<file path="config.mk">
export PLATFORM = sky130hd
export DESIGN_NAME = eight_bit_alu_execute_flat
export DESIGN_NICKNAME = d
export VERILOG_FILES = /design/src/rtl/alu8_pkg.sv /design/src/rtl/alu8_if.sv /design/src/rtl/alu8_ram.sv /design/src/rtl/alu8_rf.sv /design/src/rtl/alu8_core.sv /design/src/rtl/eight_bit_alu_execute.sv /design/src/flat_wrapper.sv
export SDC_FILE = /design/constraint.sdc
export NUM_CORES = 1
export LEC_CHECK = 0
export BUFFER_PORTS_ARGS = -buffer_cell sky130_fd_sc_hd__buf_2
export CAP_MARGIN = 20
export CORE_AREA = 2 2 224 337
export DETAILED_ROUTE_END_ITERATION = 12
export DIE_AREA = 0 0 226 339
export GPL_TIMING_DRIVEN = 0
export HOLD_SLACK_MARGIN = 0.05
export PLACE_DENSITY = 0.55
export SLEW_MARGIN = 20
export SYNTH_ARGS = -nofsm -noshare
export SYNTH_HDL_FRONTEND = slang
export SYNTH_SLANG_ARGS = --single-unit
export TNS_END_PERCENT = 10
</file>
<file path="constraint.sdc">
create_clock -name i_clk -period 7.4 [get_ports i_clk]
set_clock_uncertainty 0.05 [all_clocks]
set_input_delay 0.74 -clock i_clk [delete_from_list [all_inputs] [get_ports i_clk]]
set_output_delay 0.74 -clock i_clk [all_outputs]
set_load 0.01 [all_outputs]
</file>
<file path="src/rtl/alu8_pkg.sv">
// shared types and constants for the 8-bit alu execute block
`timescale 1ns / 1ps

package alu8_pkg;

    localparam int BYTE_W     = 8;
    localparam int MODE_W     = 5;
    localparam int IDX_RAW_W  = 5;
    localparam int WORD_W     = 16;
    localparam int WORD_IMM_W = 6;

    // fixed destination pair of the multiplies
    localparam int R0_IDX = 0;
    localparam int R1_IDX = 1;

    localparam logic [BYTE_W-1:0] BYTE_MIN_NEG = 8'h80;
    localparam logic [BYTE_W-1:0] BYTE_MAX_POS = 8'h7F;

    typedef enum logic [MODE_W-1:0] {
        OP_ADD    = 5'd0,
        OP_ADC    = 5'd1,
        OP_ADIW   = 5'd2,
        OP_SUB    = 5'd3,
        OP_SBC    = 5'd4,
        OP_SUBI   = 5'd5,
        OP_SBCI   = 5'd6,
        OP_SBIW   = 5'd7,
        OP_NEG    = 5'd8,
        OP_INC    = 5'd9,
        OP_DEC    = 5'd10,
        OP_ASR    = 5'd11,
        OP_MUL    = 5'd12,
        OP_MULS   = 5'd13,
        OP_MULSU  = 5'd14,
        OP_FMUL   = 5'd15,
        OP_FMULS  = 5'd16,
        OP_FMULSU = 5'd17,
        OP_TST    = 5'd18,
        OP_CP     = 5'd19,
        OP_CPC    = 5'd20,
        OP_CPI    = 5'd21
    } t_op;

    typedef struct packed {
        logic h;
        logic s;
        logic v;
        logic n;
        logic z;
        logic c;
    } t_flags;

    // which bytes an item writes back
    typedef struct packed {
        logic lo_en;
        logic hi_en;
        logic to_r01;
    } t_wr_ctl;

endpackage

</file>
<file path="src/rtl/alu8_if.sv">
// item and result channel interfaces
`timescale 1ns / 1ps

interface alu8_cmd_if;
    logic                              valid;
    logic                              ready;
    logic [alu8_pkg::MODE_W-1:0]       mode;
    logic [alu8_pkg::IDX_RAW_W-1:0]    dest_index;
    logic [alu8_pkg::IDX_RAW_W-1:0]    source_index;
    logic [alu8_pkg::BYTE_W-1:0]       immediate;

    modport source (output valid, output mode, output dest_index, output source_index,
                    output immediate, input ready);
    modport sink   (input valid, input mode, input dest_index, input source_index,
                    input immediate, output ready);
endinterface

interface alu8_res_if;
    logic                          valid;
    logic                          ready;
    logic [alu8_pkg::BYTE_W-1:0]   result_low;
    logic [alu8_pkg::BYTE_W-1:0]   result_high;
    logic                          carry_flag;
    logic                          zero_flag;
    logic                          negative_flag;
    logic                          overflow_flag;
    logic                          sign_flag;
    logic                          half_carry_flag;

    modport source (output valid, output result_low, output result_high, output carry_flag,
                    output zero_flag, output negative_flag, output overflow_flag,
                    output sign_flag, output half_carry_flag, input ready);
    modport sink   (input valid, input result_low, input result_high, input carry_flag,
                    input zero_flag, input negative_flag, input overflow_flag,
                    input sign_flag, input half_carry_flag, output ready);
endinterface

</file>
<file path="src/rtl/alu8_ram.sv">
// generic ram, one write port, two registered read ports
`timescale 1ns / 1ps

module alu8_ram #(
    parameter int WIDTH = 8,
    parameter int DEPTH = 16
) (
    input  logic                     i_clk,
    input  logic                     i_we,
    input  logic [$clog2(DEPTH)-1:0] i_waddr,
    input  logic [WIDTH-1:0]         i_wdata,
    input  logic                     i_re,
    input  logic [$clog2(DEPTH)-1:0] i_raddr_a,
    input  logic [$clog2(DEPTH)-1:0] i_raddr_b,
    output logic [WIDTH-1:0]         o_rdata_a,
    output logic [WIDTH-1:0]         o_rdata_b
);

    logic [WIDTH-1:0] r_mem [DEPTH];

    // read returns the old contents on a same-cycle write
    always_ff @(posedge i_clk) begin
        if (i_we) begin
            r_mem[i_waddr] <= i_wdata;
        end
        if (i_re) begin
            o_rdata_a <= r_mem[i_raddr_a];
            o_rdata_b <= r_mem[i_raddr_b];
        end
    end

endmodule

</file>
<file path="src/rtl/alu8_rf.sv">
// register file: two ram banks split by register parity, valid bits and write forwarding
`timescale 1ns / 1ps

module alu8_rf #(
    parameter int REG_COUNT = 32
) (
    input  logic                               i_clk,
    input  logic                               i_rst_n,
    input  logic                               i_rd_en,
    input  logic [alu8_pkg::IDX_RAW_W-1:0]     i_dest_raw,
    input  logic [alu8_pkg::IDX_RAW_W-1:0]     i_src_raw,
    input  logic                               i_wr_en,
    input  alu8_pkg::t_wr_ctl                  i_wr_ctl,
    input  logic [alu8_pkg::BYTE_W-1:0]        i_wr_lo,
    input  logic [alu8_pkg::BYTE_W-1:0]        i_wr_hi,
    output logic [alu8_pkg::BYTE_W-1:0]        o_op_d,
    output logic [alu8_pkg::BYTE_W-1:0]        o_op_dh,
    output logic [alu8_pkg::BYTE_W-1:0]        o_op_r
);

    localparam int  IDX_W   = $clog2(REG_COUNT);
    localparam int  ROWS    = REG_COUNT / 2;
    localparam int  ROW_W   = $clog2(ROWS);
    localparam int  EXT_W   = alu8_pkg::IDX_RAW_W + 1;
    // with an odd count the last register lives in a flop of its own
    localparam bit  HAS_TOP = (REG_COUNT % 2) == 1;
    localparam int  TOP_IDX = REG_COUNT - 1;

    typedef logic [IDX_W-1:0]            t_idx;
    typedef logic [alu8_pkg::BYTE_W-1:0] t_byte;

    function automatic logic f_is_top(input t_idx x);
        return HAS_TOP && (x == IDX_W'(TOP_IDX));
    endfunction

    function automatic logic [ROW_W-1:0] f_row(input t_idx x);
        return x[ROW_W:1];
    endfunction

    logic [EXT_W-1:0] w_dest_ext;
    logic [EXT_W-1:0] w_src_ext;
    logic [EXT_W-1:0] w_next_ext;
    t_idx             w_di;
    t_idx             w_dh;
    t_idx             w_si;

    t_idx             r_di;
    t_idx             r_dh;
    t_idx             r_si;

    logic [ROW_W-1:0] w_ra_a [2];
    logic [ROW_W-1:0] w_ra_b [2];
    t_byte            w_rd_a [2];
    t_byte            w_rd_b [2];

    logic             w_bank_we    [2];
    logic [ROW_W-1:0] w_bank_waddr [2];
    t_byte            w_bank_wdata [2];

    t_idx             w_wi [2];
    logic             w_we [2];
    t_byte            w_wd [2];

    logic [REG_COUNT-1:0] r_valid;
    logic [1:0]           r_lw_en;
    t_idx                 r_lw_idx  [2];
    t_byte                r_lw_data [2];
    t_byte                r_top;

    t_idx                 w_op_idx [3];
    t_byte                w_mem    [3];
    t_byte                w_op     [3];

    // register numbers wrap at the register count
    always_comb begin
        w_dest_ext = {1'b0, i_dest_raw};
        if (w_dest_ext >= EXT_W'(REG_COUNT)) begin
            w_dest_ext = w_dest_ext - EXT_W'(REG_COUNT);
        end
        w_src_ext = {1'b0, i_src_raw};
        if (w_src_ext >= EXT_W'(REG_COUNT)) begin
            w_src_ext = w_src_ext - EXT_W'(REG_COUNT);
        end
    end

    assign w_di       = w_dest_ext[IDX_W-1:0];
    assign w_si       = w_src_ext[IDX_W-1:0];
    assign w_next_ext = EXT_W'(w_di) + EXT_W'(1);
    assign w_dh       = (w_next_ext == EXT_W'(REG_COUNT)) ? '0 : w_next_ext[IDX_W-1:0];

    always_ff @(posedge i_clk) begin
        if (i_rd_en) begin
            r_di <= w_di;
            r_dh <= w_dh;
            r_si <= w_si;
        end
    end

    // write lanes: lane 0 carries the low byte, lane 1 the high byte
    assign w_wi[0] = i_wr_ctl.to_r01 ? IDX_W'(alu8_pkg::R0_IDX) : r_di;
    assign w_wi[1] = i_wr_ctl.to_r01 ? IDX_W'(alu8_pkg::R1_IDX) : r_dh;
    assign w_we[0] = i_wr_en && i_wr_ctl.lo_en;
    assign w_we[1] = i_wr_en && i_wr_ctl.hi_en;
    assign w_wd[0] = i_wr_lo;
    assign w_wd[1] = i_wr_hi;

    for (genvar k = 0; k < 2; k++) begin : g_bank
        // d and its pair partner never share a bank
        assign w_ra_a[k] = ((w_di[0] == 1'(k)) && !f_is_top(w_di)) ? f_row(w_di) : f_row(w_dh);
        assign w_ra_b[k] = f_row(w_si);

        always_comb begin
            w_bank_we[k]    = 1'b0;
            w_bank_waddr[k] = f_row(w_wi[0]);
            w_bank_wdata[k] = w_wd[0];
            if (w_we[0] && !f_is_top(w_wi[0]) && (w_wi[0][0] == 1'(k))) begin
                w_bank_we[k] = 1'b1;
            end else if (w_we[1] && !f_is_top(w_wi[1]) && (w_wi[1][0] == 1'(k))) begin
                w_bank_we[k]    = 1'b1;
                w_bank_waddr[k] = f_row(w_wi[1]);
                w_bank_wdata[k] = w_wd[1];
            end
        end

        alu8_ram #(
            .WIDTH (alu8_pkg::BYTE_W),
            .DEPTH (ROWS)
        ) u_bank (
            .i_clk     (i_clk),
            .i_we      (w_bank_we[k]),
            .i_waddr   (w_bank_waddr[k]),
            .i_wdata   (w_bank_wdata[k]),
            .i_re      (i_rd_en),
            .i_raddr_a (w_ra_a[k]),
            .i_raddr_b (w_ra_b[k]),
            .o_rdata_a (w_rd_a[k]),
            .o_rdata_b (w_rd_b[k])
        );
    end

    always_ff @(posedge i_clk) begin
        if (!i_rst_n) begin
            r_valid <= '0;
            r_lw_en <= '0;
            r_top   <= '0;
        end else begin
            for (int l = 0; l < 2; l++) begin
                if (w_we[l]) begin
                    r_valid[w_wi[l]] <= 1'b1;
                end
            end
            if (w_we[0] && f_is_top(w_wi[0])) begin
                r_top <= w_wd[0];
            end else if (w_we[1] && f_is_top(w_wi[1])) begin
                r_top <= w_wd[1];
            end
            if (i_wr_en) begin
                r_lw_en <= {w_we[1], w_we[0]};
            end
        end
    end

    // last write is kept to cover the read that overlapped it
    always_ff @(posedge i_clk) begin
        if (i_wr_en) begin
            for (int l = 0; l < 2; l++) begin
                r_lw_idx[l]  <= w_wi[l];
                r_lw_data[l] <= w_wd[l];
            end
        end
    end

    assign w_op_idx[0] = r_di;
    assign w_op_idx[1] = r_dh;
    assign w_op_idx[2] = r_si;
    assign w_mem[0]    = w_rd_a[r_di[0]];
    assign w_mem[1]    = w_rd_a[r_dh[0]];
    assign w_mem[2]    = w_rd_b[r_si[0]];

    always_comb begin
        for (int o = 0; o < 3; o++) begin
            w_op[o] = r_valid[w_op_idx[o]] ? w_mem[o] : '0;
            for (int l = 0; l < 2; l++) begin
                if (r_lw_en[l] && (r_lw_idx[l] == w_op_idx[o])) begin
                    w_op[o] = r_lw_data[l];
                end
            end
            if (f_is_top(w_op_idx[o])) begin
                w_op[o] = r_top;
            end
        end
    end

    assign o_op_d  = w_op[0];
    assign o_op_dh = w_op[1];
    assign o_op_r  = w_op[2];

    a_lanes_distinct: assert property (@(posedge i_clk) disable iff (!i_rst_n)
        (w_we[0] && w_we[1]) |-> (w_wi[0] != w_wi[1]))
        else $error("both write lanes hit one register");

endmodule

</file>
<file path="src/rtl/alu8_core.sv">
// combinational execute: operand bytes and flags in, result bytes, flags and write enables out
`timescale 1ns / 1ps

module alu8_core (
    input  logic [alu8_pkg::MODE_W-1:0]  i_mode,
    input  logic [alu8_pkg::BYTE_W-1:0]  i_op_d,
    input  logic [alu8_pkg::BYTE_W-1:0]  i_op_dh,
    input  logic [alu8_pkg::BYTE_W-1:0]  i_op_r,
    input  logic [alu8_pkg::BYTE_W-1:0]  i_imm,
    input  alu8_pkg::t_flags             i_flags,
    output logic [alu8_pkg::BYTE_W-1:0]  o_res_lo,
    output logic [alu8_pkg::BYTE_W-1:0]  o_res_hi,
    output alu8_pkg::t_flags             o_flags,
    output alu8_pkg::t_wr_ctl            o_wr_ctl
);

    localparam int BW = alu8_pkg::BYTE_W;
    localparam int WW = alu8_pkg::WORD_W;

    alu8_pkg::t_op          w_op;
    logic                   w_use_imm;
    logic                   w_use_cin;
    logic                   w_keep_z;
    logic                   w_cin;
    logic [BW-1:0]          w_b;
    logic [BW-1:0]          w_add;
    logic [BW-1:0]          w_sub;
    logic [WW-1:0]          w_word;
    logic [WW-1:0]          w_word_k;
    logic [WW-1:0]          w_word_sum;
    logic [WW-1:0]          w_word_dif;
    logic [BW-1:0]          w_neg;
    logic [BW-1:0]          w_inc;
    logic [BW-1:0]          w_dec;
    logic [BW-1:0]          w_asr;
    logic                   w_a_sgn;
    logic                   w_b_sgn;
    logic                   w_frac;
    logic signed [BW:0]     w_ma;
    logic signed [BW:0]     w_mb;
    logic signed [2*BW+1:0] w_prod;
    logic [WW-1:0]          w_p;
    logic [WW-1:0]          w_pf;

    assign w_op = alu8_pkg::t_op'(i_mode);

    assign w_use_imm = (w_op == alu8_pkg::OP_SUBI) || (w_op == alu8_pkg::OP_SBCI) ||
                       (w_op == alu8_pkg::OP_CPI);
    assign w_keep_z  = (w_op == alu8_pkg::OP_SBC) || (w_op == alu8_pkg::OP_SBCI) ||
                       (w_op == alu8_pkg::OP_CPC);
    assign w_use_cin = w_keep_z || (w_op == alu8_pkg::OP_ADC);
    assign w_cin     = w_use_cin && i_flags.c;
    assign w_b       = w_use_imm ? i_imm : i_op_r;

    assign w_add = i_op_d + w_b + BW'(w_cin);
    assign w_sub = i_op_d - w_b - BW'(w_cin);

    assign w_word     = {i_op_dh, i_op_d};
    assign w_word_k   = WW'(i_imm[alu8_pkg::WORD_IMM_W-1:0]);
    assign w_word_sum = w_word + w_word_k;
    assign w_word_dif = w_word - w_word_k;

    assign w_neg = BW'(0) - i_op_d;
    assign w_inc = i_op_d + BW'(1);
    assign w_dec = i_op_d - BW'(1);
    assign w_asr = {i_op_d[BW-1], i_op_d[BW-1:1]};

    // one 9x9 signed multiplier covers the signed, unsigned and mixed forms
    assign w_a_sgn = !((w_op == alu8_pkg::OP_MUL) || (w_op == alu8_pkg::OP_FMUL));
    assign w_b_sgn = (w_op == alu8_pkg::OP_MULS) || (w_op == alu8_pkg::OP_FMULS);
    assign w_frac  = (w_op == alu8_pkg::OP_FMUL) || (w_op == alu8_pkg::OP_FMULS) ||
                     (w_op == alu8_pkg::OP_FMULSU);
    assign w_ma    = {w_a_sgn & i_op_d[BW-1], i_op_d};
    assign w_mb    = {w_b_sgn & i_op_r[BW-1], i_op_r};
    assign w_prod  = w_ma * w_mb;
    assign w_p     = w_prod[WW-1:0];
    assign w_pf    = w_frac ? {w_p[WW-2:0], 1'b0} : w_p;

    always_comb begin
        o_flags  = i_flags;
        o_res_lo = '0;
        o_res_hi = '0;
        o_wr_ctl = '0;
        unique case (w_op) inside
            alu8_pkg::OP_ADD, alu8_pkg::OP_ADC: begin
                o_res_lo  = w_add;
                o_flags.h = (i_op_d[3] & w_b[3]) | (w_b[3] & ~w_add[3]) |
                            (~w_add[3] & i_op_d[3]);
                o_flags.c = (i_op_d[7] & w_b[7]) | (w_b[7] & ~w_add[7]) |
                            (~w_add[7] & i_op_d[7]);
                o_flags.v = (i_op_d[7] & w_b[7] & ~w_add[7]) |
                            (~i_op_d[7] & ~w_b[7] & w_add[7]);
                o_flags.z = (w_add == '0);
                o_flags.n = w_add[7];
                o_flags.s = o_flags.n ^ o_flags.v;
                o_wr_ctl.lo_en = 1'b1;
            end
            alu8_pkg::OP_SUB, alu8_pkg::OP_SBC, alu8_pkg::OP_SUBI, alu8_pkg::OP_SBCI,
            alu8_pkg::OP_CP, alu8_pkg::OP_CPC, alu8_pkg::OP_CPI: begin
                o_res_lo  = w_sub;
                o_flags.h = (~i_op_d[3] & w_b[3]) | (w_b[3] & w_sub[3]) |
                            (w_sub[3] & ~i_op_d[3]);
                o_flags.c = (~i_op_d[7] & w_b[7]) | (w_b[7] & w_sub[7]) |
                            (w_sub[7] & ~i_op_d[7]);
                o_flags.v = (i_op_d[7] & ~w_b[7] & ~w_sub[7]) |
                            (~i_op_d[7] & w_b[7] & w_sub[7]);
                // with borrow in, zero only sticks if it was already set
                o_flags.z = (w_sub == '0) && (!w_keep_z || i_flags.z);
                o_flags.n = w_sub[7];
                o_flags.s = o_flags.n ^ o_flags.v;
                o_wr_ctl.lo_en = (w_op != alu8_pkg::OP_CP) && (w_op != alu8_pkg::OP_CPC) &&
                                 (w_op != alu8_pkg::OP_CPI);
            end
            alu8_pkg::OP_ADIW: begin
                o_res_lo  = w_word_sum[BW-1:0];
                o_res_hi  = w_word_sum[WW-1:BW];
                o_flags.v = ~i_op_dh[7] & w_word_sum[WW-1];
                o_flags.c = ~w_word_sum[WW-1] & i_op_dh[7];
                o_flags.z = (w_word_sum == '0);
                o_flags.n = w_word_sum[WW-1];
                o_flags.s = o_flags.n ^ o_flags.v;
                o_wr_ctl.lo_en = 1'b1;
                o_wr_ctl.hi_en = 1'b1;
            end
            alu8_pkg::OP_SBIW: begin
                o_res_lo  = w_word_dif[BW-1:0];
                o_res_hi  = w_word_dif[WW-1:BW];
                o_flags.v = i_op_dh[7] & ~w_word_dif[WW-1];
                o_flags.c = w_word_dif[WW-1] & ~i_op_dh[7];
                o_flags.z = (w_word_dif == '0);
                o_flags.n = w_word_dif[WW-1];
                o_flags.s = o_flags.n ^ o_flags.v;
                o_wr_ctl.lo_en = 1'b1;
                o_wr_ctl.hi_en = 1'b1;
            end
            alu8_pkg::OP_NEG: begin
                o_res_lo  = w_neg;
                o_flags.h = (i_op_d[3:0] != '0);
                o_flags.c = (w_neg != '0);
                o_flags.v = (w_neg == alu8_pkg::BYTE_MIN_NEG);
                o_flags.z = (w_neg == '0);
                o_flags.n = w_neg[7];
                o_flags.s = o_flags.n ^ o_flags.v;
                o_wr_ctl.lo_en = 1'b1;
            end
            alu8_pkg::OP_INC: begin
                o_res_lo  = w_inc;
                o_flags.v = (w_inc == alu8_pkg::BYTE_MIN_NEG);
                o_flags.z = (w_inc == '0);
                o_flags.n = w_inc[7];
                o_flags.s = o_flags.n ^ o_flags.v;
                o_wr_ctl.lo_en = 1'b1;
            end
            alu8_pkg::OP_DEC: begin
                o_res_lo  = w_dec;
                o_flags.v = (w_dec == alu8_pkg::BYTE_MAX_POS);
                o_flags.z = (w_dec == '0);
                o_flags.n = w_dec[7];
                o_flags.s = o_flags.n ^ o_flags.v;
                o_wr_ctl.lo_en = 1'b1;
            end
            alu8_pkg::OP_ASR: begin
                o_res_lo  = w_asr;
                o_flags.c = i_op_d[0];
                o_flags.v = w_asr[7] ^ i_op_d[0];
                o_flags.z = (w_asr == '0);
                o_flags.n = w_asr[7];
                o_flags.s = o_flags.n ^ o_flags.v;
                o_wr_ctl.lo_en = 1'b1;
            end
            alu8_pkg::OP_MUL, alu8_pkg::OP_MULS, alu8_pkg::OP_MULSU,
            alu8_pkg::OP_FMUL, alu8_pkg::OP_FMULS, alu8_pkg::OP_FMULSU: begin
                // carry is taken before the fractional shift
                o_res_lo  = w_pf[BW-1:0];
                o_res_hi  = w_pf[WW-1:BW];
                o_flags.c = w_p[WW-1];
                o_flags.z = (w_pf == '0);
                o_wr_ctl.lo_en  = 1'b1;
                o_wr_ctl.hi_en  = 1'b1;
                o_wr_ctl.to_r01 = 1'b1;
            end
            alu8_pkg::OP_TST: begin
                o_res_lo  = i_op_d;
                o_flags.v = 1'b0;
                o_flags.z = (i_op_d == '0);
                o_flags.n = i_op_d[7];
                o_flags.s = i_op_d[7];
            end
            default: begin
            end
        endcase
    end

endmodule

</file>
<file path="src/rtl/eight_bit_alu_execute.sv">
// top level of the 8-bit alu execute block
`timescale 1ns / 1ps

// Executes one 8-bit arithmetic or multiply instruction per item against a
// REGISTER_COUNT-byte register file and the C Z N V S H flags, and returns the
// written byte(s) and the full new flag set. One item is accepted every clock
// cycle when the result side does not stall, dependent items included. The edge
// that accepts an item also captures the register file bank reads (registered ram
// reads). The alu or the 9x9 multiplier then works on them, and at the edge where
// the item leaves that stage the output register loads and the register file and
// flags are written. The register file reads as all zero after reset without any
// clearing pass; stalls on the result side hold the pipeline and back-pressure the
// item side.
module eight_bit_alu_execute #(
    parameter int REGISTER_COUNT = 32
) (
    input  logic        i_clk,
    input  logic        i_rst_n,
    alu8_cmd_if.sink    i_cmd,
    alu8_res_if.source  o_res
);

    logic                              r_s1_vld;
    logic [alu8_pkg::MODE_W-1:0]       r_mode;
    logic [alu8_pkg::BYTE_W-1:0]       r_imm;
    alu8_pkg::t_flags                  r_flags;

    logic                              r_out_vld;
    logic [alu8_pkg::BYTE_W-1:0]       r_res_lo;
    logic [alu8_pkg::BYTE_W-1:0]       r_res_hi;
    alu8_pkg::t_flags                  r_res_flags;

    logic                              w_out_load;
    logic                              w_s1_adv;
    logic                              w_cmd_ready;
    logic                              w_accept;

    logic [alu8_pkg::BYTE_W-1:0]       w_op_d;
    logic [alu8_pkg::BYTE_W-1:0]       w_op_dh;
    logic [alu8_pkg::BYTE_W-1:0]       w_op_r;
    logic [alu8_pkg::BYTE_W-1:0]       w_lo;
    logic [alu8_pkg::BYTE_W-1:0]       w_hi;
    alu8_pkg::t_flags                  w_flags;
    alu8_pkg::t_wr_ctl                 w_wr_ctl;

    assign w_out_load  = !r_out_vld || o_res.ready;
    assign w_s1_adv    = r_s1_vld && w_out_load;
    assign w_cmd_ready = !r_s1_vld || w_s1_adv;
    assign w_accept    = i_cmd.valid && w_cmd_ready;

    assign i_cmd.ready = w_cmd_ready;

    always_ff @(posedge i_clk) begin
        if (!i_rst_n) begin
            r_s1_vld  <= 1'b0;
            r_out_vld <= 1'b0;
            r_flags   <= '0;
        end else begin
            if (w_cmd_ready) begin
                r_s1_vld <= i_cmd.valid;
            end
            if (w_out_load) begin
                r_out_vld <= r_s1_vld;
            end
            if (w_s1_adv) begin
                r_flags <= w_flags;
            end
        end
    end

    always_ff @(posedge i_clk) begin
        if (w_accept) begin
            r_mode <= i_cmd.mode;
            r_imm  <= i_cmd.immediate;
        end
        if (w_s1_adv) begin
            r_res_lo    <= w_lo;
            r_res_hi    <= w_hi;
            r_res_flags <= w_flags;
        end
    end

    alu8_rf #(
        .REG_COUNT (REGISTER_COUNT)
    ) u_rf (
        .i_clk      (i_clk),
        .i_rst_n    (i_rst_n),
        .i_rd_en    (w_accept),
        .i_dest_raw (i_cmd.dest_index),
        .i_src_raw  (i_cmd.source_index),
        .i_wr_en    (w_s1_adv),
        .i_wr_ctl   (w_wr_ctl),
        .i_wr_lo    (w_lo),
        .i_wr_hi    (w_hi),
        .o_op_d     (w_op_d),
        .o_op_dh    (w_op_dh),
        .o_op_r     (w_op_r)
    );

    alu8_core u_core (
        .i_mode   (r_mode),
        .i_op_d   (w_op_d),
        .i_op_dh  (w_op_dh),
        .i_op_r   (w_op_r),
        .i_imm    (r_imm),
        .i_flags  (r_flags),
        .o_res_lo (w_lo),
        .o_res_hi (w_hi),
        .o_flags  (w_flags),
        .o_wr_ctl (w_wr_ctl)
    );

    assign o_res.valid           = r_out_vld;
    assign o_res.result_low      = r_res_lo;
    assign o_res.result_high     = r_res_hi;
    assign o_res.carry_flag      = r_res_flags.c;
    assign o_res.zero_flag       = r_res_flags.z;
    assign o_res.negative_flag   = r_res_flags.n;
    assign o_res.overflow_flag   = r_res_flags.v;
    assign o_res.sign_flag       = r_res_flags.s;
    assign o_res.half_carry_flag = r_res_flags.h;

    a_flags_match_result: assert property (@(posedge i_clk) disable iff (!i_rst_n)
        w_s1_adv |=> (r_out_vld && (r_res_flags == r_flags)))
        else $error("reported flags differ from the flag register");

    a_flags_only_on_commit: assert property (@(posedge i_clk) disable iff (!i_rst_n)
        !w_s1_adv |=> $stable(r_flags))
        else $error("flags changed without a committed item");

    a_stalled_item_held: assert property (@(posedge i_clk) disable iff (!i_rst_n)
        (r_s1_vld && !w_s1_adv) |=> (r_s1_vld && $stable(r_mode)))
        else $error("stalled item lost or changed");

    a_ready_when_drained: assert property (@(posedge i_clk) disable iff (!i_rst_n)
        !r_out_vld |-> w_cmd_ready)
        else $error("input stalled with an empty output register");

endmodule

</file>
<file path="src/flat_wrapper.sv">
// flat-port wrapper written by rule: the top's interface ports become plain ports
module eight_bit_alu_execute_flat 
#(
    parameter int REGISTER_COUNT = 32
)
  (i_clk, i_rst_n, i_cmd_valid, i_cmd_mode, i_cmd_dest_index, i_cmd_source_index, i_cmd_immediate, i_cmd_ready, o_res_valid, o_res_result_low, o_res_result_high, o_res_carry_flag, o_res_zero_flag, o_res_negative_flag, o_res_overflow_flag, o_res_sign_flag, o_res_half_carry_flag, o_res_ready);
  alu8_cmd_if i_cmd_i ();
  alu8_res_if o_res_i ();
  input  logic i_clk;
  input  logic i_rst_n;
  input wire logic [$bits(i_cmd_i.valid)-1:0] i_cmd_valid;
  input wire logic [$bits(i_cmd_i.mode)-1:0] i_cmd_mode;
  input wire logic [$bits(i_cmd_i.dest_index)-1:0] i_cmd_dest_index;
  input wire logic [$bits(i_cmd_i.source_index)-1:0] i_cmd_source_index;
  input wire logic [$bits(i_cmd_i.immediate)-1:0] i_cmd_immediate;
  output wire logic [$bits(i_cmd_i.ready)-1:0] i_cmd_ready;
  output wire logic [$bits(o_res_i.valid)-1:0] o_res_valid;
  output wire logic [$bits(o_res_i.result_low)-1:0] o_res_result_low;
  output wire logic [$bits(o_res_i.result_high)-1:0] o_res_result_high;
  output wire logic [$bits(o_res_i.carry_flag)-1:0] o_res_carry_flag;
  output wire logic [$bits(o_res_i.zero_flag)-1:0] o_res_zero_flag;
  output wire logic [$bits(o_res_i.negative_flag)-1:0] o_res_negative_flag;
  output wire logic [$bits(o_res_i.overflow_flag)-1:0] o_res_overflow_flag;
  output wire logic [$bits(o_res_i.sign_flag)-1:0] o_res_sign_flag;
  output wire logic [$bits(o_res_i.half_carry_flag)-1:0] o_res_half_carry_flag;
  input wire logic [$bits(o_res_i.ready)-1:0] o_res_ready;
  assign i_cmd_i.valid = i_cmd_valid;
  assign i_cmd_i.mode = i_cmd_mode;
  assign i_cmd_i.dest_index = i_cmd_dest_index;
  assign i_cmd_i.source_index = i_cmd_source_index;
  assign i_cmd_i.immediate = i_cmd_immediate;
  assign i_cmd_ready = i_cmd_i.ready;
  assign o_res_valid = o_res_i.valid;
  assign o_res_result_low = o_res_i.result_low;
  assign o_res_result_high = o_res_i.result_high;
  assign o_res_carry_flag = o_res_i.carry_flag;
  assign o_res_zero_flag = o_res_i.zero_flag;
  assign o_res_negative_flag = o_res_i.negative_flag;
  assign o_res_overflow_flag = o_res_i.overflow_flag;
  assign o_res_sign_flag = o_res_i.sign_flag;
  assign o_res_half_carry_flag = o_res_i.half_carry_flag;
  assign o_res_i.ready = o_res_ready;
  eight_bit_alu_execute #(.REGISTER_COUNT(REGISTER_COUNT)) u_core (.i_clk(i_clk), .i_rst_n(i_rst_n), .i_cmd(i_cmd_i), .o_res(o_res_i));
endmodule
</file>
After elaboration in Yosys (flattened, before gate mapping)
Memory sizes are Yosys's and may differ from the RTL's. A register that Yosys moved wholly into a read port is not among the register bits.
Cells that the tools add are included.
{"block": "op_classes", "mul": 1, "reduce_logical": 54, "n_eq_ne": 34, "n_addsub": 10, "n_lt_le_gt_ge": 10, "mux": 65, "bitwise": 59}
{"operator": "$mux W8", "count": 23}
{"operator": "$mux W32", "count": 3}
{"operator": "$pmux W8 S10", "count": 1}
{"operator": "$or A32 B32 Y32", "count": 2}
{"operator": "$logic_not A8 Y1", "count": 7}
{"operator": "$logic_not A16 Y1", "count": 3}
{"operator": "$eq A5 B4 Y1 const B", "count": 8}
{"operator": "$eq A5 B5 Y1", "count": 6}
{"operator": "$eq A5 B5 Y1 const B", "count": 6}
{"operator": "$lt A5 B6 Y1 const B", "count": 5}
{"operator": "$pmux W3 S9", "count": 1}
{"operator": "$and A1 B1 Y1", "count": 24}
{"operator": "$mux W4", "count": 6}
{"operator": "$pmux W8 S3", "count": 1}
{"operator": "$eq A5 B3 Y1 const B", "count": 4}
{"operator": "$logic_and A1 B1 Y1", "count": 20}
{"operator": "$mux W1", "count": 17}
{"operator": "$add A16 B6 Y16", "count": 1}
{"operator": "$eq A8 B8 Y1 const B", "count": 2}
{"operator": "$mul A9 B9 Y16", "count": 1}
{"operator": "$mux W16", "count": 1}
{"operator": "$sub A16 B6 Y16", "count": 1}
{"operator": "$bmux W1 S5", "count": 3}
{"operator": "$mux W5", "count": 3}
{"operator": "34 further kinds", "count": 84}
{"block": "totals", "mem_bits_rw": 282, "output_inout_bits": 24, "reg_bits": 92, "n_memories": 4, "input_bits": 27}
{"name": "u_core.u_rf.g_bank[0].u_bank.r_mem", "words": 16, "word_bits": 8, "read_ports": 2, "rd_clocked_by_memory_dff": 2, "write_ports": 1, "line": "alu8_ram.sv:19", "rtl": "logic [WIDTH-1:0] r_mem [DEPTH];"}
{"name": "u_core.u_rf.g_bank[1].u_bank.r_mem", "words": 16, "word_bits": 8, "read_ports": 2, "rd_clocked_by_memory_dff": 2, "write_ports": 1, "line": "alu8_ram.sv:19"}
{"name": "u_core.u_rf.r_lw_data", "words": 2, "word_bits": 8, "read_ports": 2, "rd_clocked_by_memory_dff": 0, "write_ports": 2, "line": "alu8_rf.sv:67", "rtl": "t_byte r_lw_data [2];"}
{"name": "u_core.u_rf.r_lw_idx", "words": 2, "word_bits": 5, "read_ports": 2, "rd_clocked_by_memory_dff": 0, "write_ports": 2, "line": "alu8_rf.sv:66", "rtl": "t_idx r_lw_idx [2];"}

Depth between registers and ports, before layout
Gate-level depths: netlist of the first run.
{"block": "depth", "depth_word": 15, "mapped_depth": 31}

Modules after synthesis
Synthesis of the first run repeated with hierarchy kept, for this count alone.
{"block": "hier_totals", "hier_cells": 2080, "hier_area_um2": 26198.9}
{"module": "alu8_core", "cells_each": 922, "seq_area_each_um2": 0.0, "instances": 1, "area_each_um2": 6727.7}
{"module": "alu8_ram at u_core.u_rf.g_bank[1].u_bank", "cells_each": 307, "seq_area_each_um2": 4324.1, "instances": 1, "area_each_um2": 6506.2}
{"module": "alu8_ram at u_core.u_rf.g_bank[0].u_bank", "cells_each": 307, "seq_area_each_um2": 4324.1, "instances": 1, "area_each_um2": 6505.0}
{"module": "alu8_rf", "cells_each": 474, "seq_area_each_um2": 1911.8, "instances": 1, "area_each_um2": 5076.1}
{"module": "eight_bit_alu_execute", "cells_each": 70, "seq_area_each_um2": 1211.2, "instances": 1, "area_each_um2": 1383.8}

Least setup slack after synthesis of the first run
OpenSTA, ideal clock, no wires.
{"block": "synth_timing", "path_kind": "reg2reg", "startpoint": "register u_core.u_rf.r_di[1]", "endpoint": "memory u_core.u_rf.g_bank[1].u_bank.r_mem[0][6] (data pin)", "stages_incl_launch_ff": 31, "period_less_slack_ns": 7.659, "arrival_time_ns": 7.313, "t_required_ns": 7.054, "path_slack_ns": -0.259, "cell_sequence": "edfxtp_1 buf_4 buf_6 mux2i_1 mux4_2 a22oi_2 nand4_2 buf_2 o21ai_1 clkinv_1 nor2_1 fa_1 inv_1 fa_1 inv_1 fa_1 fa_1 inv_1 fa_1 inv_1 ha_1 o21a_1 o31a_1 o221ai_1 o21bai_1 a21oi_1 xnor2_1 mux2_2 nand2_1 and2_1 mux2i_1"}
{"block": "synth_between", "elab_chain_len": 11, "elab_cells_between_ends": 25, "classes_between": "add/sub (9); mul (1); eq/ne (2); mux (10); bitwise (1); reduce/logical (2)"}
{"element": "start, declared", "line": "alu8_rf.sv:47", "rtl": "t_idx r_di;"}
{"element": "start signal, assigned", "line": "alu8_rf.sv:93", "rtl": "r_di <= w_di;"}
{"element": "$bmux W1 S5", "line": "alu8_rf.sv:182", "rtl": "w_op[o] = r_valid[w_op_idx[o]] ? w_mem[o] : '0;"}
{"element": "$mux W1 (not written as such)", "line": "alu8_rf.sv:182"}
{"element": "$mux W8", "line": "alu8_rf.sv:182"}
{"element": "$mux W8", "line": "alu8_rf.sv:184", "rtl": "if (r_lw_en[l] && (r_lw_idx[l] == w_op_idx[o])) begin"}
{"element": "$mux W8 (*)", "line": "alu8_rf.sv:184"}
{"element": "$and A1 B1 Y1", "line": "alu8_core.sv:73", "rtl": "assign w_ma = {w_a_sgn & i_op_d[BW-1], i_op_d};"}
{"element": "$mul A9 B9 Y16", "line": "alu8_core.sv:75", "rtl": "assign w_prod = w_ma * w_mb;"}
{"element": "$mux W16", "line": "alu8_core.sv:77", "rtl": "assign w_pf = w_frac ? {w_p[WW-2:0], 1'b0} : w_p;"}
{"element": "$pmux W8 S3", "line": "alu8_core.sv:84", "rtl": "unique case (w_op) inside"}
{"element": "$mux W8", "line": "alu8_rf.sv:118", "rtl": "end else if (w_we[1] && !f_is_top(w_wi[1]) && (w_wi[1][0] == 1'(k))) begin"}
{"element": "$mux W8 (*)", "line": "alu8_rf.sv:116", "rtl": "if (w_we[0] && !f_is_top(w_wi[0]) && (w_wi[0][0] == 1'(k))) begin"}
{"element": "via u_core.u_rf.g_bank[1].u_bank.i_wdata[6]", "line": "alu8_ram.sv:11", "rtl": "input logic [WIDTH-1:0] i_wdata,"}
{"element": "end, declared", "line": "alu8_ram.sv:19"}
The timed path passes the listed nets; every way through them passes the cells marked *. The select of a mux whose other input is x is not followed.

==> results of run 1 <==
-- layout make-up --
cell class,instances,share of cell area
multi-input combinational,1426,0.4683
sequential,390,0.3743
tap,992,0.04115
clock buffer,46,0.03464
timing repair buffer,112,0.03061
buffer,108,0.01958
inverter,136,0.01821
clock inverter,28,0.01311
-- power groups by stage --
stage | Sequential, uW | Clock, uW | Combinational, uW
floorplan | 2590 | 0 | 693
global placement | 2620 | 0 | 1040
detailed placement | 2620 | 0 | 1080
CTS | 2570 | 2270 | 1170
global route | 2570 | 2350 | 1280
finish | 2570 | 2240 | 1210
-- worst max-delay path: cells and delay by family, from the launching register on --
family | cells | cell delay [ns]
compound gates | 5 | 0.90
fa+ha+maj | 6 | 2.75
mux | 3 | 1.04
xor+xnor | 1 | 0.17
flops | 1 | 0.41
simple gates | 7 | 1.55
buf+inv | 7 | 0.81
-- cell usage in the layout, fill, tap and decap left out, drive strengths merged, types with 11 or more instances in the layout --
master | Yosys | layout
or2 | 11 | 11
nand4 | 15 | 15
dfxtp | 42 | 42
inv | 130 | 132
o31a | 13 | 13
ha | 78 | 78
clkbuf | 86 | 129
clkinv | 6 | 24
and3 | 20 | 20
nand2 | 130 | 130
or3 | 15 | 15
xor2 | 24 | 24
buf | 27 | 136
o22ai | 29 | 29
a211oi | 22 | 22
a22oi | 13 | 13
and2 | 21 | 21
a221oi | 16 | 16
mux2i | 91 | 91
nand2b | 21 | 21
xnor2 | 85 | 85
o21ai | 64 | 64
nor3 | 33 | 33
nor2b | 28 | 28
fa | 72 | 72
nand3 | 37 | 37
nor2 | 167 | 167
a21oi | 74 | 74
mux2 | 21 | 22
o21a | 30 | 30
mux4 | 169 | 169
edfxtp | 348 | 348
-- metal layers --
metal / vias up / part of all wire
met5: - / 0
met3: 278 / 0.058
li1: 8131 / -
met1: 9520 / 0.34
met4: 0 / 0.081
met2: 838 / 0.53
-- sequential cells by signal (all words and copies together) (netlist names) --
name / cells
u_core.u_rf.r_lw_en: 2
u_core.u_rf.r_si: 5
u_core.u_rf.r_valid: 32
u_core.u_rf.r_dh: 5
u_core.u_rf.r_di: 5
u_core.o_res.sign_flag: 1
u_core.o_res.half_carry_flag: 1
u_core.o_res.result_low: 7
u_core.u_rf.g_bank.u_bank.r_mem: 256
u_core.r_imm: 8
u_core.o_res.zero_flag: 1
u_core.o_res.valid: 1
u_core.u_rf.r_lw_data: 2
u_core.r_s1_vld: 1
u_core.o_res.negative_flag: 1
u_core.u_rf.r_lw_idx: 10
u_core.u_rf.g_bank.u_bank.o_rdata_b: 16
u_core.o_res.overflow_flag: 1
u_core.o_res.carry_flag: 1
u_core.u_rf.g_bank.u_bank.o_rdata_a: 16
u_core.r_flags: 6
u_core.o_res.result_high: 7
u_core.r_mode: 5
-- path summary, 6_finish.rpt --
path | to | slack (ns) | startpoint | depth (start not counted)
worst max-delay path | u_core.o_res.zero_flag | -0.49 | u_core.u_rf.r_si[1] | 29
worst max register to register | u_core.o_res.zero_flag | -0.49 | u_core.u_rf.r_si[1] | 29
worst min-delay path | u_core.r_mode[3] | 0.26 | i_cmd_mode[3] | 1
worst min register to register | u_core.o_res.valid | 0.47 | u_core.r_s1_vld | 1
-- kinds of logic (layout without fill, tap and decap cells) --
| group | after synthesis | after routing |
|---|---|---|
| flops | 390 | 390 |
| fa+ha+maj | 150 | 150 |
| compound gates | 356 | 356 |
| buf+inv | 249 | 430 |
| simple gates | 529 | 529 |
| mux | 281 | 282 |
| xor+xnor | 109 | 109 |
-- through the flow --
step / std cells / area [sq um] / hold WS [ns] / setup slack, ns
4_1_cts: 3230 / 29880 / 0.2382 / -0.4559
3_5_place_dp: 3111 / 27260 / 0.4525 / -2.508
6_report: 3238 / 30160 / 0.2635 / -0.4937
5_1_grt: 3238 / 30160 / 0.2488 / -0.6663
2_1_floorplan: 2064 / 25620 / 0.4274 / 0.03392
3_3_place_gp: 3106 / 27110 / 0.4528 / -2.727
-- timing repair --
item | in CTS | in global routing
resized for setup | 152 | 30
pin swaps | 33 | 14
endpoints found under the hold margin | 0 | 0
cloned | 1 | 0
buffers inserted | 50 | 8
setup endpoints to repair | 275 | 267
==> flow_summary_export.csv, run 1 <==
group,metric,value,unit
status,status,"complete, but fails checks",
status,failed_checks,"setup timing",
global_routing,grt_overflow,0,
place,place_congestion,0.9819,
worst_setup_path,path_common_cell,"fa_1",
floorplan,initial_core_util,0.3487,
detailed_routing,first_iter_violations,1784,
detailed_routing,drc,0,
timing,finalHoldViolCount,0,
pwr,p_int,4259,uW
synthesis,synth-edff-count,348,
synthesis,synth-async-reset-ratio,0,
final_layout,drive_above_1_share,0.2320,
synthesis,ys_seq_area_frac,0.4409,
detailed_routing,vias,18767,
synthesis,synthMuxAreaShare,0.1935,
floorplan,num_rows,122,
pwr,p_comb_frac,0.201,
floorplan,die_area,76610,sq um
worst_setup_path,startpoint_type,"register",
cts,clk_latency,0.62,ns
cts,clockRootBuffer,"clkbuf_16",
synthesis,syn_nets,2241,
synthesis,synth_top_family_by_area,"multiplexers",
synthesis,yosysTopAreaCell,"edfxtp_1",
synthesis,yosys_warnings,0,
final_layout,num_antenna_cells,0,
detailed_routing,dr.pass1.iters,6,
synthesis,yosys.area_share.simple,0.1003,
global_routing,met3_usage,0.03675,
pwr,seqPwrFrac,0.427,
global_routing,grt_pass1_vias,19637,
global_routing,use_met2,0.4253,
pwr,power,6016,uW
place,hpwl,69300,um
cts,cts_tree,"done",
flow_run,maxCapViolations,0,
worst_setup_path,cpPeakStageDelay,0.67,ns
final_layout,area_growth,17.79,%
floorplan,core,73420,sq um
pwr,power.switching,1757,uW
worst_setup_path,cp_slowest_cell,"or4b_2",
timing,period_share,1.067,
global_routing,grt.total_usage,0.2354,
cts,cts_made_buffers,41,
detailed_routing,vias_per_cell,5.796,
synthesis,synthCells,2064,
synthesis,yosys.area_share.adder,0.09441,
timing,finalSetupViolCount,168,
final_layout,fillers,6832,
final_layout,fin_nets,2392,
global_routing,grt_antenna_before_repair,0,
cts,clockBufferDepth,3,
synthesis,syn_avg_cell_area,12.41,sq um
cts,hold_buffers,0,
timing,slew_viol_final,0,
synthesis,ys_top_cells_by_area,"edfxtp_1, mux4_2, fa_1",
synthesis,synth_compound_area_frac,0.09582,
timing,rsz0062_at_grt,"yes",
hold_path,hold_class,"in -> reg",
place,portBuffers,50,
detailed_routing,ant_nets,0,
global_routing,busiest_layer,"met2",
cts,clock-sinks,390,
worst_setup_path,end_kind,"register",
synthesis,synth_top_area_frac,0.4081,
final_layout,multi_input_area,14130,sq um
timing,fmax,0.1267,GHz
timing,setup_tns,-29.86,ns
detailed_routing,drt-wirelength-per-cell,27.84,um
worst_setup_path,crit_fanout,9,
synthesis,synth.top_cells.by_count,"edfxtp_1, mux4_2, nor2_1",
synthesis,syn_area,25610,sq um
worst_setup_path,arrival,8.29,ns
synthesis,yosys.cell_types.count,79,
floorplan,io_pins,51,
synthesis,synth-seq-cells,390,
pwr,switching_share,0.2920,
cts,path_clk_slew,0.06,ns
synthesis,synthXorXnorAreaFrac,0.03728,
global_routing,grt_pass1_wl,130900,um
floorplan,die_w,226,um
detailed_routing,wl,90150,um
timing,worstMarginPinSlew,1.201,ns
pwr,peakVddDrop,169.2,uV
timing,setup_slack,-0.4937,ns
timing,fin_crit,7.894,ns
global_routing,grt_use_met1,0.2444,
timing,relSlewSlack,0.1946,
synthesis,yosysMostFrequentCell,"edfxtp_1",
worst_setup_path,worst-setup-path-type,"reg -> reg",
global_routing,grt_start_max_net_pins,47,
worst_setup_path,cp.required,7.79,ns
floorplan,die_h,339,um
pwr,clkPwrFrac,0.372,
cts,h-tree-depth,2,
pwr,p_per_area,199.5,nW/um^2
pwr,power_leakage,0.01078,uW
final_layout,fin_util,0.4108,
synthesis,synth_ff_type,"edfxtp_1",
final_layout,seqCellArea,11290,sq um
Note: power is estimated with default switching activity, not from simulation.
==> run 2: changes to the inputs <==
--- a/config.mk
+++ b/config.mk
@@ -8,6 +8,7 @@
 export BUFFER_PORTS_ARGS = -buffer_cell sky130_fd_sc_hd__buf_2
 export CAP_MARGIN = 20
 export CORE_AREA = 2 2 224 337
+export CTS_BUF_LIST = sky130_fd_sc_hd__clkbuf_16
 export DETAILED_ROUTE_END_ITERATION = 12
 export DIE_AREA = 0 0 226 339
 export GPL_TIMING_DRIVEN = 0
==> run 2 against run 1 <==
Critical path depth up 1. Global-route usage barely moved. Via count up 0.80%. Die area unchanged. The run still ends with setup timing left. Maximum frequency rose by 0.12%. Sequential share of layout area decreased by 0.078 points. Power decreased by 0.12%. Count of clock-buffer cells in the layout decreased by 5. Setup slack gained 0.0092 ns. Final cell count rose by 0.19%. Non-clock buffer count increased by 6.
==> flow_summary_export.csv, run 2 (synthesis gave the netlist of run 1 again) <==
group,metric,value,unit
worst_setup_path,cp_slowest_cell,"mux4_2",
global_routing,grt_overflow,0,
worst_setup_path,crit_fanout,9,
pwr,seqPwrFrac,0.428,
status,status,"complete, but fails checks",
cts,clockRootBuffer,"clkbuf_16",
cts,path_clk_slew,0.06,ns
worst_setup_path,arrival,8.17,ns
cts,clockBufferDepth,3,
final_layout,regMostFlops,"u_core.u_rf.g_bank.u_bank.r_mem",
timing,worstMarginPinSlew,1.214,ns
final_layout,area_growth,18.04,%
global_routing,grt_start_max_net_pins,47,
final_layout,most-common-layout-cells,"edfxtp_1, mux4_2, nor2_1, nand2_1, inv_1",
cts,cts_tree,"done",
final_layout,reg.largest.list,"u_core.u_rf.g_bank.u_bank.r_mem (256), u_core.u_rf.r_valid (32)",
worst_setup_path,cp_num_buf_inv,8,
worst_setup_path,timing.rr.start,"u_core.u_rf.r_si[1]",
place,place_congestion,0.9819,
floorplan,die_area,76610,sq um
detailed_routing,wl,90220,um
detailed_routing,vias_per_cell,5.831,
hold_path,hold_start,"i_cmd_mode[3]",
final_layout,largest_reg_flops,256,
floorplan,io_pins,51,
cts,h-tree-depth,2,
detailed_routing,drt-wirelength-per-cell,27.81,um
pwr,p_comb_frac,0.201,
detailed_routing,vias,18917,
worst_setup_path,cp.required,7.68,ns
floorplan,core,73420,sq um
global_routing,grt_pass1_vias,19658,
pwr,peakVddDrop,168.0,uV
worst_setup_path,path_common_cell,"fa_1",
floorplan,num_rows,122,
pwr,power_leakage,0.01084,uW
final_layout,num_antenna_cells,0,
timing,slew_viol_final,0,
pwr,p_per_area,198.8,nW/um^2
timing,setup_tns,-36.64,ns
worst_setup_path,worst-setup-path-type,"reg -> reg",
timing,fmax,0.1268,GHz
final_layout,final_common_cell,"edfxtp_1",
flow_run,maxCapViolations,0,
timing,period_share,1.065,
cts,clock-sinks,390,
place,hpwl,69300,um
global_routing,grt.total_usage,0.2354,
timing,finalSetupViolCount,164,
worst_setup_path,end_kind,"register",
place,portBuffers,50,
detailed_routing,dr.pass1.iters,5,
detailed_routing,drc,0,
detailed_routing,first_iter_violations,1824,
timing,setup_slack,-0.4845,ns
floorplan,initial_core_util,0.3487,
timing,finalHoldViolCount,0,
worst_setup_path,startpoint_type,"register",
detailed_routing,ant_nets,0,
floorplan,die_h,339,um
pwr,p_int,4254,uW
pwr,power.switching,1754,uW
cts,cts_made_buffers,41,
worst_setup_path,startpoint,"u_core.u_rf.r_si[1]",
global_routing,grt_antenna_before_repair,0,
timing,fin_crit,7.885,ns
final_layout,fin_nets,2398,
worst_setup_path,reg2reg_setup_slack,-0.48,ns
final_layout,fillers,6831,
global_routing,grt_pass1_wl,130900,um
hold_path,hold_class,"in -> reg",
final_layout,drive_above_1_share,0.2336,
status,failed_checks,"setup timing",
timing,rsz0062_at_grt,"yes",
worst_setup_path,crit_family,"adder cells",
floorplan,die_w,226,um
pwr,clkPwrFrac,0.371,
pwr,switching_share,0.2920,
final_layout,fin_util,0.4116,
worst_setup_path,cpPeakStageDelay,0.58,ns
timing,relSlewSlack,0.1860,
cts,clk_latency,0.62,ns
-- run 2: cell type report --
class	count	area [sq um]	area share
multi-input combinational	1426	14140	0.4677
clock inverter	33	414.1	0.01370
timing repair buffer	118	975.9	0.03229
clock buffer	41	1026	0.03395
buffer	108	590.6	0.01954
sequential	390	11290	0.3736
tap	992	1241	0.04107
inverter	136	549.3	0.01817
-- run 2: per-layer routing --
metal,global-route usage,vias up,share of wire
li1,-,8145,-
met1,0.2436,9628,0.34
met2,0.4260,856,0.52
met3,0.03718,288,0.055
met4,0.1708,0,0.083
met5,0,-,0
-- run 2: repair_timing --
action / CTS / global route
resized for setup: 152 / 33
pin swaps: 33 / 22
setup buffers: 50 / 14
gates cloned: 1 / 0
setup endpoints to repair: 275 / 267
hold buffers: 0 / 0
-- run 2: final timing paths --
| kind | to | cells after the start |
|---|---|---|
| setup / recovery | u_core.o_res.zero_flag | 30 |
| hold / removal | u_core.r_mode[3] | 1 |
| setup reg to reg | u_core.o_res.zero_flag | 30 |
| hold reg to reg | u_core.o_res.valid | 1 |
-- run 2: worst reg2reg max path, delay by kind of cell, from the launching register on --
kind	cells	cell delay, ns
XOR/XNOR	1	0.22
adder cells (fa/ha/maj)	6	2.72
buffers and inverters	8	1.01
AND/OR/NAND/NOR	5	0.65
multiplexers	3	1.03
AO/OA/AOI/OAI	7	1.51
flip-flops	1	0.41
-- run 2: per-stage QoR --
step	area [sq um]	instances	hold slack, ns	setup slack (ns)	power, uW
after floorplan	25620	2064	0.4274	0.03392	3285
after global placement	27110	3106	0.4528	-2.727	3664
after detailed placement	27260	3111	0.4525	-2.508	3693
after CTS	29890	3230	0.2381	-0.4425	6010
after global routing	30220	3244	0.2485	-0.6970	6190
final	30220	3244	0.2635	-0.4845	6008
-- run 2: power groups by stage --
stage | Clock [uW] | Sequential (uW) | Combinational, uW
global placement | 0 | 2620 | 1040
global route | 2340 | 2570 | 1280
finish | 2230 | 2570 | 1210
detailed placement | 0 | 2620 | 1080
CTS | 2270 | 2570 | 1170
floorplan | 0 | 2590 | 693
